### config.mk
export PLATFORM = sky130hd
export DESIGN_NAME = pedal_assist_throttle_arbiter
export DESIGN_NICKNAME = d
export VERILOG_FILES = /design/src/design/pata_pkg.sv /design/src/design/pedal_assist_throttle_arbiter.sv
export SDC_FILE = /design/constraint.sdc
export NUM_CORES = 1
export LEC_CHECK = 0
export ABC_AREA = 0
export BUFFER_PORTS_ARGS = -buffer_cell sky130_fd_sc_hd__buf_2
export CORE_ASPECT_RATIO = 1.2
export CORE_UTILIZATION = 50
export CTS_BUF_LIST = sky130_fd_sc_hd__clkbuf_8
export DETAILED_ROUTE_END_ITERATION = 6
export PLACE_DENSITY = 0.67
export SETUP_SLACK_MARGIN = 0.2
export SYNTH_ARGS = -nofsm -noshare
export SYNTH_HDL_FRONTEND = slang
export SYNTH_SLANG_ARGS = --single-unit
### constraint.sdc
create_clock -name clk -period 10.75 [get_ports clk]
set_clock_uncertainty 0.1 [all_clocks]
set_input_delay 1.6125 -clock clk [delete_from_list [all_inputs] [get_ports clk]]
set_output_delay 1.6125 -clock clk [all_outputs]
set_load 0.005 [all_outputs]
### src/design/pata_pkg.sv
// pata_pkg: shared types and constants of the pedal assist throttle arbiter
// holds the item structs, status codes, road scaling constants and assist table
// no dependencies
package pata_pkg;

  localparam int PCT_W         = 7;
  localparam int LEVEL_IN_W    = 8;
  localparam int ASSIST_LEVELS = 5;
  localparam int LVL_W         = $clog2(ASSIST_LEVELS + 1);

  localparam logic [PCT_W-1:0] PCT_MAX    = 7'd100;
  localparam logic [PCT_W-1:0] FULL_SCALE = 7'd101;
  localparam logic [PCT_W-1:0] LIMIT_MIN  = 7'd1;
  localparam logic [PCT_W-1:0] LIMIT_RST  = 7'd40;

  // floor(x/101) == (x*RECIP) >> SCALE_SHIFT for every x up to 100*101
  localparam int SCALE_SHIFT = 20;
  localparam int RECIP       = (2**SCALE_SHIFT + 101 - 1) / 101;
  localparam int FACTOR_W    = 20;
  localparam int PROD_W      = FACTOR_W + PCT_W;

  localparam logic [FACTOR_W-1:0] FACTOR_RST = FACTOR_W'((40 - 1) * RECIP);

  localparam logic STATUS_NONE    = 1'b0;
  localparam logic STATUS_KEY_OFF = 1'b1;

  typedef logic [ASSIST_LEVELS:0][PCT_W-1:0] assist_tab_t;

  function automatic assist_tab_t build_assist_tab();
    assist_tab_t tab;
    for (int i = 0; i <= ASSIST_LEVELS; i++) begin
      tab[i] = PCT_W'((i * 100) / ASSIST_LEVELS);
    end
    return tab;
  endfunction

  localparam assist_tab_t ASSIST_TAB = build_assist_tab();

  typedef struct packed {
    logic                  key_on;
    logic                  aux_brake_on;
    logic                  brake_on;
    logic                  cruise_request;
    logic                  throttle_active;
    logic [PCT_W-1:0]      throttle_percent;
    logic                  pedalling;
    logic [LEVEL_IN_W-1:0] assist_level;
  } in_item_t;

  typedef struct packed {
    logic [PCT_W-1:0] drive_percent;
    logic             show_brake;
    logic             show_cruise;
    logic             show_throttle;
    logic             show_assist;
    logic             status_code;
  } out_item_t;

endpackage

### src/design/pedal_assist_throttle_arbiter.sv
// pedal_assist_throttle_arbiter: picks the motor drive percent for each control tick
// depends on pata_pkg for item structs, constants and the assist table
//
// usage:
//   in channel: one item per control tick (key, brakes, cruise request, throttle,
//   pedal sensor, assist level); accepted when in_valid is high and in_stall low.
//   out channel: one result item per input item, in order; taken when out_valid
//   is high and out_stall low. cfg channel: writes road_limit (cfg_ready is
//   always high); write it only while no item is in flight.
//   an accepted item sits in the input register, and its result is written to the
//   output register, raising out_valid, as soon as the output can advance; a
//   receiver stall holds it in the input register. throughput: one item per cycle
//   while the receiver does not stall; the path between the two registers is one
//   7x20 multiply for the road scaling and some selection.
//   the road scale factor is precomputed when the limit is written.
//   reset (rst, synchronous): road_limit returns to 40, cruise, mode and display
//   flags clear, both registers empty.
//   when the receiver stalls, the output holds and the input register keeps its
//   item; in_stall rises only once the input register is full and cannot move.
module pedal_assist_throttle_arbiter (
  input  logic                clk,
  input  logic                rst,
  input  logic                in_valid,
  output logic                in_stall,
  input  pata_pkg::in_item_t  in_data,
  output logic                out_valid,
  input  logic                out_stall,
  output pata_pkg::out_item_t out_data,
  input  logic                cfg_valid,
  output logic                cfg_ready,
  input  logic [pata_pkg::PCT_W-1:0] cfg_data
);

  // road scale factor, (limit-1) * reciprocal of 101
  logic [pata_pkg::FACTOR_W-1:0] factor;
  logic [pata_pkg::FACTOR_W-1:0] factor_next;
  logic [pata_pkg::PCT_W-1:0]    lim_clamped;
  logic [pata_pkg::PCT_W-1:0]    lim_m1;

  logic                s1_valid;
  pata_pkg::in_item_t  s1_item;
  logic                advance;
  logic                accept;

  // arbitration state
  logic                       cruise_active, cruise_active_next;
  logic [pata_pkg::PCT_W-1:0] cruise_level, cruise_level_next;
  logic                       unrestricted_mode, unrestricted_mode_next;
  logic                       brake_flag, brake_flag_next;
  logic                       cruise_flag, cruise_flag_next;
  logic                       throttle_flag, throttle_flag_next;
  logic                       assist_flag, assist_flag_next;

  logic [pata_pkg::PCT_W-1:0]  pct_sat;
  logic [pata_pkg::PCT_W-1:0]  pct_plus1;
  logic [pata_pkg::LVL_W-1:0]  lvl_sat;
  logic [pata_pkg::PCT_W-1:0]  value;
  logic [pata_pkg::PROD_W-1:0] prod;
  logic [pata_pkg::PCT_W-1:0]  drive;
  logic                        status;
  pata_pkg::out_item_t         result;

  assign cfg_ready = 1'b1;

  always_comb begin
    if (cfg_data < pata_pkg::LIMIT_MIN) begin
      lim_clamped = pata_pkg::LIMIT_MIN;
    end else if (cfg_data > pata_pkg::FULL_SCALE) begin
      lim_clamped = pata_pkg::FULL_SCALE;
    end else begin
      lim_clamped = cfg_data;
    end
    lim_m1      = lim_clamped - 7'd1;
    factor_next = pata_pkg::FACTOR_W'(pata_pkg::FACTOR_W'(lim_m1) *
                                      pata_pkg::FACTOR_W'(pata_pkg::RECIP));
  end

  always_ff @(posedge clk) begin
    if (rst) begin
      factor <= pata_pkg::FACTOR_RST;
    end else if (cfg_valid && cfg_ready) begin
      factor <= factor_next;
    end
  end

  // input register and handshake
  assign advance  = !out_valid || !out_stall;
  assign in_stall = s1_valid && !advance;
  assign accept   = in_valid && !in_stall;

  always_ff @(posedge clk) begin
    if (rst) begin
      s1_valid <= 1'b0;
    end else if (accept) begin
      s1_valid <= 1'b1;
    end else if (advance) begin
      s1_valid <= 1'b0;
    end
  end

  always_ff @(posedge clk) begin
    if (accept) begin
      s1_item <= in_data;
    end
  end

  always_comb begin
    if (s1_item.throttle_percent > pata_pkg::PCT_MAX) begin
      pct_sat = pata_pkg::PCT_MAX;
    end else begin
      pct_sat = s1_item.throttle_percent;
    end
    pct_plus1 = pct_sat + 7'd1;

    if (s1_item.assist_level > pata_pkg::LEVEL_IN_W'(pata_pkg::ASSIST_LEVELS)) begin
      lvl_sat = pata_pkg::LVL_W'(pata_pkg::ASSIST_LEVELS);
    end else begin
      lvl_sat = s1_item.assist_level[pata_pkg::LVL_W-1:0];
    end

    cruise_active_next     = cruise_active;
    cruise_level_next      = cruise_level;
    unrestricted_mode_next = unrestricted_mode;
    brake_flag_next        = brake_flag;
    cruise_flag_next       = cruise_flag;
    throttle_flag_next     = throttle_flag;
    assist_flag_next       = assist_flag;
    value                  = '0;
    status                 = pata_pkg::STATUS_NONE;

    if (!s1_item.key_on) begin
      cruise_flag_next       = 1'b0;
      status                 = pata_pkg::STATUS_KEY_OFF;
      unrestricted_mode_next = s1_item.aux_brake_on;
    end else begin
      if (s1_item.cruise_request) begin
        cruise_active_next = 1'b1;
      end
      if (s1_item.brake_on) begin
        brake_flag_next    = 1'b1;
        cruise_active_next = 1'b0;
        cruise_flag_next   = 1'b0;
        value              = '0;
      end else begin
        brake_flag_next = 1'b0;
        if (cruise_active_next) begin
          // cruise level is captured only while none is held
          if (cruise_level == '0) begin
            cruise_level_next = pct_plus1;
          end
          cruise_flag_next   = 1'b1;
          throttle_flag_next = 1'b0;
          assist_flag_next   = 1'b0;
          value              = cruise_level_next;
        end else begin
          cruise_level_next = '0;
          cruise_flag_next  = 1'b0;
          if (s1_item.throttle_active) begin
            throttle_flag_next = 1'b1;
            assist_flag_next   = 1'b0;
            value              = pct_plus1;
          end else begin
            throttle_flag_next = 1'b0;
            if (s1_item.pedalling && (lvl_sat != '0)) begin
              assist_flag_next = 1'b1;
              value            = pata_pkg::ASSIST_TAB[lvl_sat];
            end else begin
              assist_flag_next = 1'b0;
              value            = 7'd1;
            end
          end
        end
      end
    end

    // road mode: value*(limit-1)/101 + 1 for values above one
    prod = pata_pkg::PROD_W'(value) * pata_pkg::PROD_W'(factor);
    if (!s1_item.key_on) begin
      drive = '0;
    end else if (unrestricted_mode || (value <= 7'd1)) begin
      drive = value;
    end else begin
      drive = prod[pata_pkg::SCALE_SHIFT +: pata_pkg::PCT_W] + 7'd1;
    end

    result.drive_percent = drive;
    result.show_brake    = brake_flag_next;
    result.show_cruise   = cruise_flag_next;
    result.show_throttle = throttle_flag_next;
    result.show_assist   = assist_flag_next;
    result.status_code   = status;
  end

  always_ff @(posedge clk) begin
    if (rst) begin
      cruise_active     <= 1'b0;
      cruise_level      <= '0;
      unrestricted_mode <= 1'b0;
      brake_flag        <= 1'b0;
      cruise_flag       <= 1'b0;
      throttle_flag     <= 1'b0;
      assist_flag       <= 1'b0;
    end else if (advance && s1_valid) begin
      cruise_active     <= cruise_active_next;
      cruise_level      <= cruise_level_next;
      unrestricted_mode <= unrestricted_mode_next;
      brake_flag        <= brake_flag_next;
      cruise_flag       <= cruise_flag_next;
      throttle_flag     <= throttle_flag_next;
      assist_flag       <= assist_flag_next;
    end
  end

  // result register
  always_ff @(posedge clk) begin
    if (rst) begin
      out_valid <= 1'b0;
    end else if (advance) begin
      out_valid <= s1_valid;
    end
  end

  always_ff @(posedge clk) begin
    if (advance && s1_valid) begin
      out_data <= result;
    end
  end

  assert property (@(posedge clk) disable iff (rst)
    in_stall |-> s1_valid && out_valid)
    else $error("input stalled while the pipeline has room");

  assert property (@(posedge clk) disable iff (rst)
    $onehot0({cruise_flag, throttle_flag, assist_flag}))
    else $error("more than one drive source flag set");

  assert property (@(posedge clk) disable iff (rst)
    out_valid && (out_data.status_code == pata_pkg::STATUS_KEY_OFF)
    |-> out_data.drive_percent == '0)
    else $error("nonzero drive with key off");

  assert property (@(posedge clk) disable iff (rst)
    out_valid && out_data.show_brake && (out_data.status_code == pata_pkg::STATUS_NONE)
    |-> out_data.drive_percent == '0 && !out_data.show_cruise)
    else $error("drive or cruise while braking");

  assert property (@(posedge clk) disable iff (rst)
    out_valid |-> out_data.drive_percent <= pata_pkg::FULL_SCALE)
    else $error("drive percent above full scale");

endmodule

======== Yosys cells after proc, flatten, opt, wreduce, memory -nomap -nowiden ========
Memory sizes are Yosys's and may differ from the RTL's.
Index checks and enable logic that the tools add are counted.
storage, ports and cells
  register bits ........................... 66
  latch bits .............................. 0
  memory bits (writable) .................. 0
  bits in read-only memories .............. 56
  output and inout port bits .............. 15
  memories ................................ 1
operators by class
  add/sub/neg operators ................... 3
  multipliers ............................. 2
  div/mod/pow operators ................... 0
  $lt $le $gt $ge ......................... 6
  eq/ne operators ......................... 0
  shift operators ......................... 0
  multiplexer cells ....................... 31
  bitwise gates (word level) .............. 2
  reduce and logical (&&, ||, !) cells .... 17
memories
  memory           depth  bits a word  rd ports  clocked after Yosys merged registers in  wr ports  RTL line                              source
  (no name shown)  8      7            1         0                                        0         pedal_assist_throttle_arbiter.sv:166  value = pata_pkg::ASSIST_TAB[lvl_sat];
operator list
  cell                   count
  $mux 7                 12
  $mul 7x19->26          1
  $mul 7x13->19 const B  1
  $mux 1                 18
  $add 7x1->7 const B    2
  $gt 7x7->1 const B     2
  $gt 8x3->1 const B     1
  $le 7x1->1 const B     1
  $logic_not 7->1        1
  $lt 7x1->1 const B     1
  $sub 7x1->7 const B    1
  $logic_and 1x1->1      4
  $logic_not 1->1        4
  $lt 3x4->1 const B     1
  $reduce_and 2->1       2
  $mux 3                 1
  $reduce_and 3->1       1
  $reduce_bool 3->1      1
  $logic_or 1x1->1       2
  $not 1->1              2
  $reduce_bool 2->1      1
  $reduce_or 2->1        1

======== Longest topological paths before layout ========
  word-level depth ........................ 12
  mapped depth ............................ 34
  depth with buffers taken out ............ 33

======== Worst setup path after synthesis ========
Ideal clock, no wire load.
  path kind ............................... input to register
  from .................................... input cfg_data[3] in the netlist's numbering
  to ...................................... register factor[19] in the netlist's numbering
  arrival time ............................ 7156 ps
  required time ........................... 10564 ps
  setup slack ............................. 3409 ps
  stages .................................. 23
  buffers on the path ..................... 0
  cell sequence ........................... nor2_1 > a21oi_1 > nor3_1 > inv_1 > nor3_1 > nand2_1 > xnor2_1 > inv_1 > fa_1 > ha_1 > ha_1 > fa_1 > ha_1 > inv_1 > o21bai_1 > a21oi_1 > nor2b_1 > o21a_1 > o21ai_0 > o21ai_0 > o41ai_1 > xnor2_1 > a211oi_1
on the way
  longest elaborated chain between the ends .. 5
  elaborated cells between the ends (all ways) .. 6
  classes of those cells .................. 1 x add/sub; 1 x mul; 2 x order compare; 2 x mux
ends and longest elaborated chain
  element               RTL line                             source
  from (decl)           pedal_assist_throttle_arbiter.sv:31  input logic [pata_pkg::PCT_W-1:0] cfg_data
  $gt 7x7->1            pedal_assist_throttle_arbiter.sv:68  end else if (cfg_data > pata_pkg::FULL_SCALE) begin
  $mux 7                pedal_assist_throttle_arbiter.sv:68
  $mux 7 *              pedal_assist_throttle_arbiter.sv:66  if (cfg_data < pata_pkg::LIMIT_MIN) begin
  $sub 7x1->7 *         pedal_assist_throttle_arbiter.sv:73  lim_m1 = lim_clamped - 7'd1;
  $mul 7x13->19 *       pedal_assist_throttle_arbiter.sv:74  factor_next = pata_pkg::FACTOR_W'(pata_pkg::FACTOR_W'(lim_m1) *
  to (signal assigned)  pedal_assist_throttle_arbiter.sv:80  factor <= pata_pkg::FACTOR_RST;
  to (signal assigned)  pedal_assist_throttle_arbiter.sv:82  factor <= factor_next;
  to (decl)             pedal_assist_throttle_arbiter.sv:35  logic [pata_pkg::FACTOR_W-1:0] factor;
Mark *: on every way between the ends. The rest lies on a longest branch, timed or not.
A chain may end at the register's enable or synchronous reset.

======== Worst setup path in the final report ========
  from .................................... register s1_item[12] in the netlist's numbering
  to ...................................... register out_data[11] in the netlist's numbering, data pin
on the way
  longest elaborated chain between the ends .. 10
  elaborated cells between the ends (all ways) .. 13
  classes of those cells .................. 2 x add/sub; 1 x mul; 2 x order compare; 7 x mux; 1 x reduce/logical
ends and longest elaborated chain
  element                                          RTL line                                                                    source
  from (decl)                                      pedal_assist_throttle_arbiter.sv:41                                         pata_pkg::in_item_t s1_item;
  from (signal assigned)                           pedal_assist_throttle_arbiter.sv:103                                        s1_item <= in_data;
  $gt 7x7->1                                       pedal_assist_throttle_arbiter.sv:108                                        if (s1_item.throttle_percent > pata_pkg::PCT_MAX) begin
  $mux 7 *                                         pedal_assist_throttle_arbiter.sv:108
  $add 7x1->7 *                                    pedal_assist_throttle_arbiter.sv:113                                        pct_plus1 = pct_sat + 7'd1;
  $mux 7 (on tied branches)                        pedal_assist_throttle_arbiter.sv:158, pedal_assist_throttle_arbiter.sv:148
  $mux 7 *                                         pedal_assist_throttle_arbiter.sv:146                                        if (cruise_active_next) begin
  $mux 7 *                                         pedal_assist_throttle_arbiter.sv:139                                        if (s1_item.brake_on) begin
  $mux 7 *                                         pedal_assist_throttle_arbiter.sv:131                                        if (!s1_item.key_on) begin
  $mul 7x19->26 or $le 7x1->1 (tied branches)      pedal_assist_throttle_arbiter.sv:177, pedal_assist_throttle_arbiter.sv:180
  $add 7x1->7 or $logic_or 1x1->1 (tied branches)  pedal_assist_throttle_arbiter.sv:183, pedal_assist_throttle_arbiter.sv:180
  $mux 7 *                                         pedal_assist_throttle_arbiter.sv:180                                        end else if (unrestricted_mode || (value <= 7'd1)) begin
  to (signal assigned)                             pedal_assist_throttle_arbiter.sv:225                                        out_data <= result;
  to (decl)                                        pedal_assist_throttle_arbiter.sv:28                                         output pata_pkg::out_item_t out_data,
Marked as above.

==> results.sh <==
export IMPL_status="finished, final reports clean"
export IMPL_setup_viol_count_final=0
export IMPL_routabilityCongestion=0.8913
export IMPL_cap_viol_max_count=0
export IMPL_reg2reg_from="s1_item[12]"
export IMPL_fin_crit_ns=8.067
export IMPL_synth_top_cells_by_area="fa_1, ha_1, edfxtp_1, dfxtp_1, and2_1"
export IMPL_worstPathArrival_ns=8.19
export IMPL_grt_pass1_vias=6205
export IMPL_multi_input_area_um2=6087
export IMPL_clk_pin_slew_worst_paths_ns=0.08
export IMPL_routedWlPerCell_um=15.11
export IMPL_synth_top_area_cell="fa_1"
export IMPL_synth_most_common_cell="inv_1"
export IMPL_ff2ff_setup_slack_ns=2.68
export IMPL_yosysWarnings=0
export IMPL_cp_start_kind="register"
export IMPL_antenna_found_initial=0
export IMPL_synth_flop_cell="edfxtp_1"
export IMPL_p_leak_nw=4.445
export IMPL_finalMaxSlewViolations=0
export IMPL_setup_tns_ns=0
export IMPL_htree_levels=3
export IMPL_setup_ws_ns=2.683
export IMPL_cts_resized=0
export IMPL_cp_endpoint="out_data[11]"
export IMPL_hold_buffers=0
export IMPL_synth_top_area_share_pct=21.99
export IMPL_cts_tree="built"
export IMPL_vias=6193
export IMPL_path_common_cell="fa_1"
export IMPL_hold_class="reg2reg"
export IMPL_grt_pass1_wl_um=29660
export IMPL_synthesis_nets=1116
export IMPL_rows=51
export IMPL_tightest_slew_ns=1.109
export IMPL_dp_hpwl_um=13730
export IMPL_worst_setup_path_type="reg2reg"
export IMPL_ir_drop_mv=0.08623
export IMPL_avgSynthCellArea_um2=9.265
export IMPL_synthArstFlopShare_pct=0
export IMPL_nets=1152
export IMPL_pre_cts_ws_ns=2.749
export IMPL_fmax_ghz=0.1240
export IMPL_power_mw=1.103
export IMPL_start_util_pct=51.10
export IMPL_worstPathMaxFanout=21
export IMPL_slowest_stage="fa_1"
export IMPL_regArea_um2=1652
export IMPL_clock_latency_ns=0.36
export IMPL_drt_first_pass_iters=4
export IMPL_clock_tree_buffer_depth=2
export IMPL_cellPowerDensity_nw_per_um2=123.2
export IMPL_fillerInstances=1520
export IMPL_synth_edff_count=33
export IMPL_drt_iter0_drc=286
export IMPL_reg2regPathDepth=30
export IMPL_drive_above_1_share_pct=10.70
export IMPL_critical_path_required_ns=10.87
export IMPL_area_growth_pct=8.051
export IMPL_grt_ovfl_total=0
export IMPL_remaining_drc_errors=0
export IMPL_ios=48
export IMPL_postCtsSetupBuffers=0
export IMPL_cp_startpoint="s1_item[12]"
export IMPL_via_per_inst=5.399
export IMPL_numClockSinks=66
export IMPL_ys_types=69
export IMPL_hold_path_startpoint="brake_flag"
export IMPL_rsz0062_at_grt="false"
export IMPL_ant_nets=0
export IMPL_finalCritPeriodShare_pct=75.05
export IMPL_n_antenna_cell=0
export IMPL_yosysSeqAreaShare_pct=19.94
export IMPL_dieHeight_um=143.0
export IMPL_critPathCaptureType="register"
export IMPL_cts_root_buf="clkbuf_8"
export IMPL_slew_headroom_pct=25.63
export IMPL_hold_viol_final=0
export IMPL_ys_ff_latch=66
export IMPL_cp_slowest_stage_delay_ns=0.54
export IMPL_reg2reg_to="out_data[11]"
export IMPL_cts_buffers=9
export IMPL_wl_um=17330
export IMPL_synthCells=894
export IMPL_core_region_area_um2=16210
export IMPL_grt_use_total_pct=21.88
export IMPL_grt_max_degree=28
export IMPL_port_buffers=46
export IMPL_design_die_area_um2=17090
export IMPL_synthTopCellsByCount="inv_1, ha_1, and2_1, fa_1, nand2_1"
export IMPL_die_x_um=119.5
export IMPL_syn_cell_area_um2=8283
## worst max-delay path: cells and delay by family (launching register included)
family / cells / cell delay, ns
adder cells (fa/ha/maj): 7 / 2.87
AO/OA/AOI/OAI: 9 / 2.14
AND/OR/NAND/NOR: 7 / 1.06
XOR/XNOR: 2 / 0.50
flip-flops: 1 / 0.46
buffers and inverters: 4 / 0.45
multiplexers: 1 / 0.31
## worst min-delay path by stage
stage,to,slack (ns),cells after the start
after detailed placement,brake_flag,0.35,2
after floorplan,brake_flag,0.33,2
after CTS,brake_flag,0.36,2
final,brake_flag,0.36,2
after global placement,brake_flag,0.34,2
after global routing,brake_flag,0.39,2
## per-layer routing
| metal | GRT usage [%] | vias to the layer above | wire length, um |
|---|---|---|---|
| met5 | 0 | - | 0 |
| met4 | 6.184 | 0 | 230 |
| met3 | 2.835 | 18 | 556 |
| met2 | 38.67 | 127 | 8672 |
| met1 | 27.96 | 2998 | 7871 |
| li1 | - | 3050 | - |
## sequential cells by signal, summed over array words and instances (netlist names)
register and count:
unrestricted_mode 1, assist_flag 1, brake_flag 1, s1_valid 1, s1_item 21, cruise_active 1, throttle_flag 1, cruise_level 7
out_valid 1, factor 19, out_data 12
## final cells by class
class,count,share of cell area [%]
multi-input combinational,682,68.01
sequential,66,18.45
inverter,119,4.991
timing repair buffer,52,3.076
tap,212,2.964
clock buffer,9,1.384
clock inverter,7,1.118
## kinds of logic (layout without fill, tap and decap cells)
logic type | after synthesis | in the layout | share of synthesized area (%)
adder cells (fa/ha/maj) | 189 | 189 | 36.80
other | 1 | 1 | 0.04527
AO/OA/AOI/OAI | 139 | 139 | 11.07
buffers and inverters | 146 | 187 | 6.767
multiplexers | 13 | 13 | 1.616
XOR/XNOR | 37 | 37 | 4.079
flip-flops | 66 | 66 | 19.94
AND/OR/NAND/NOR | 303 | 303 | 19.68
## layout by cell type, fill, tap and decap left out, drive strengths merged, types with 4 or more instances in the layout
cell    synthesis  routed
ha             98      98
a311oi          5       5
clkbuf         22       9
nor2           54      54
or2            11      11
nand2b          8       8
nand2          71      71
nor4            4       4
mux2i          10      10
and3           10      10
a31oi           5       5
nor3            9       9
xnor2          24      24
fa             91      91
buf             5      52
inv           119     121
and2           91      91
a211oi          9       9
o21ai          23      23
o21bai          4       4
nor3b           5       5
edfxtp         33      33
a21o           11      11
a211o           4       4
xor2           12      12
nor2b           6       6
dfxtp          33      33
a21oi          51      51
nand3          16      16
## through the flow
stage	hold WS, ns	util [%]	cell area [um^2]	cells
after floorplan	0.3338	-	8283	894
after global placement	0.3447	53.84	8726	1131
after detailed placement	0.3512	53.84	8726	1131
after CTS	0.3621	55.22	8950	1147
after global routing	0.3912	55.22	8950	1147
final	0.3586	55.22	8950	1147
## where the power goes
part           switching, mW  total [mW]  internal [mW]
Combinational          0.290       0.517          0.227
Sequential            0.0516       0.345          0.293
Clock                  0.108       0.241          0.133
Power figures use the tool's default switching activity.
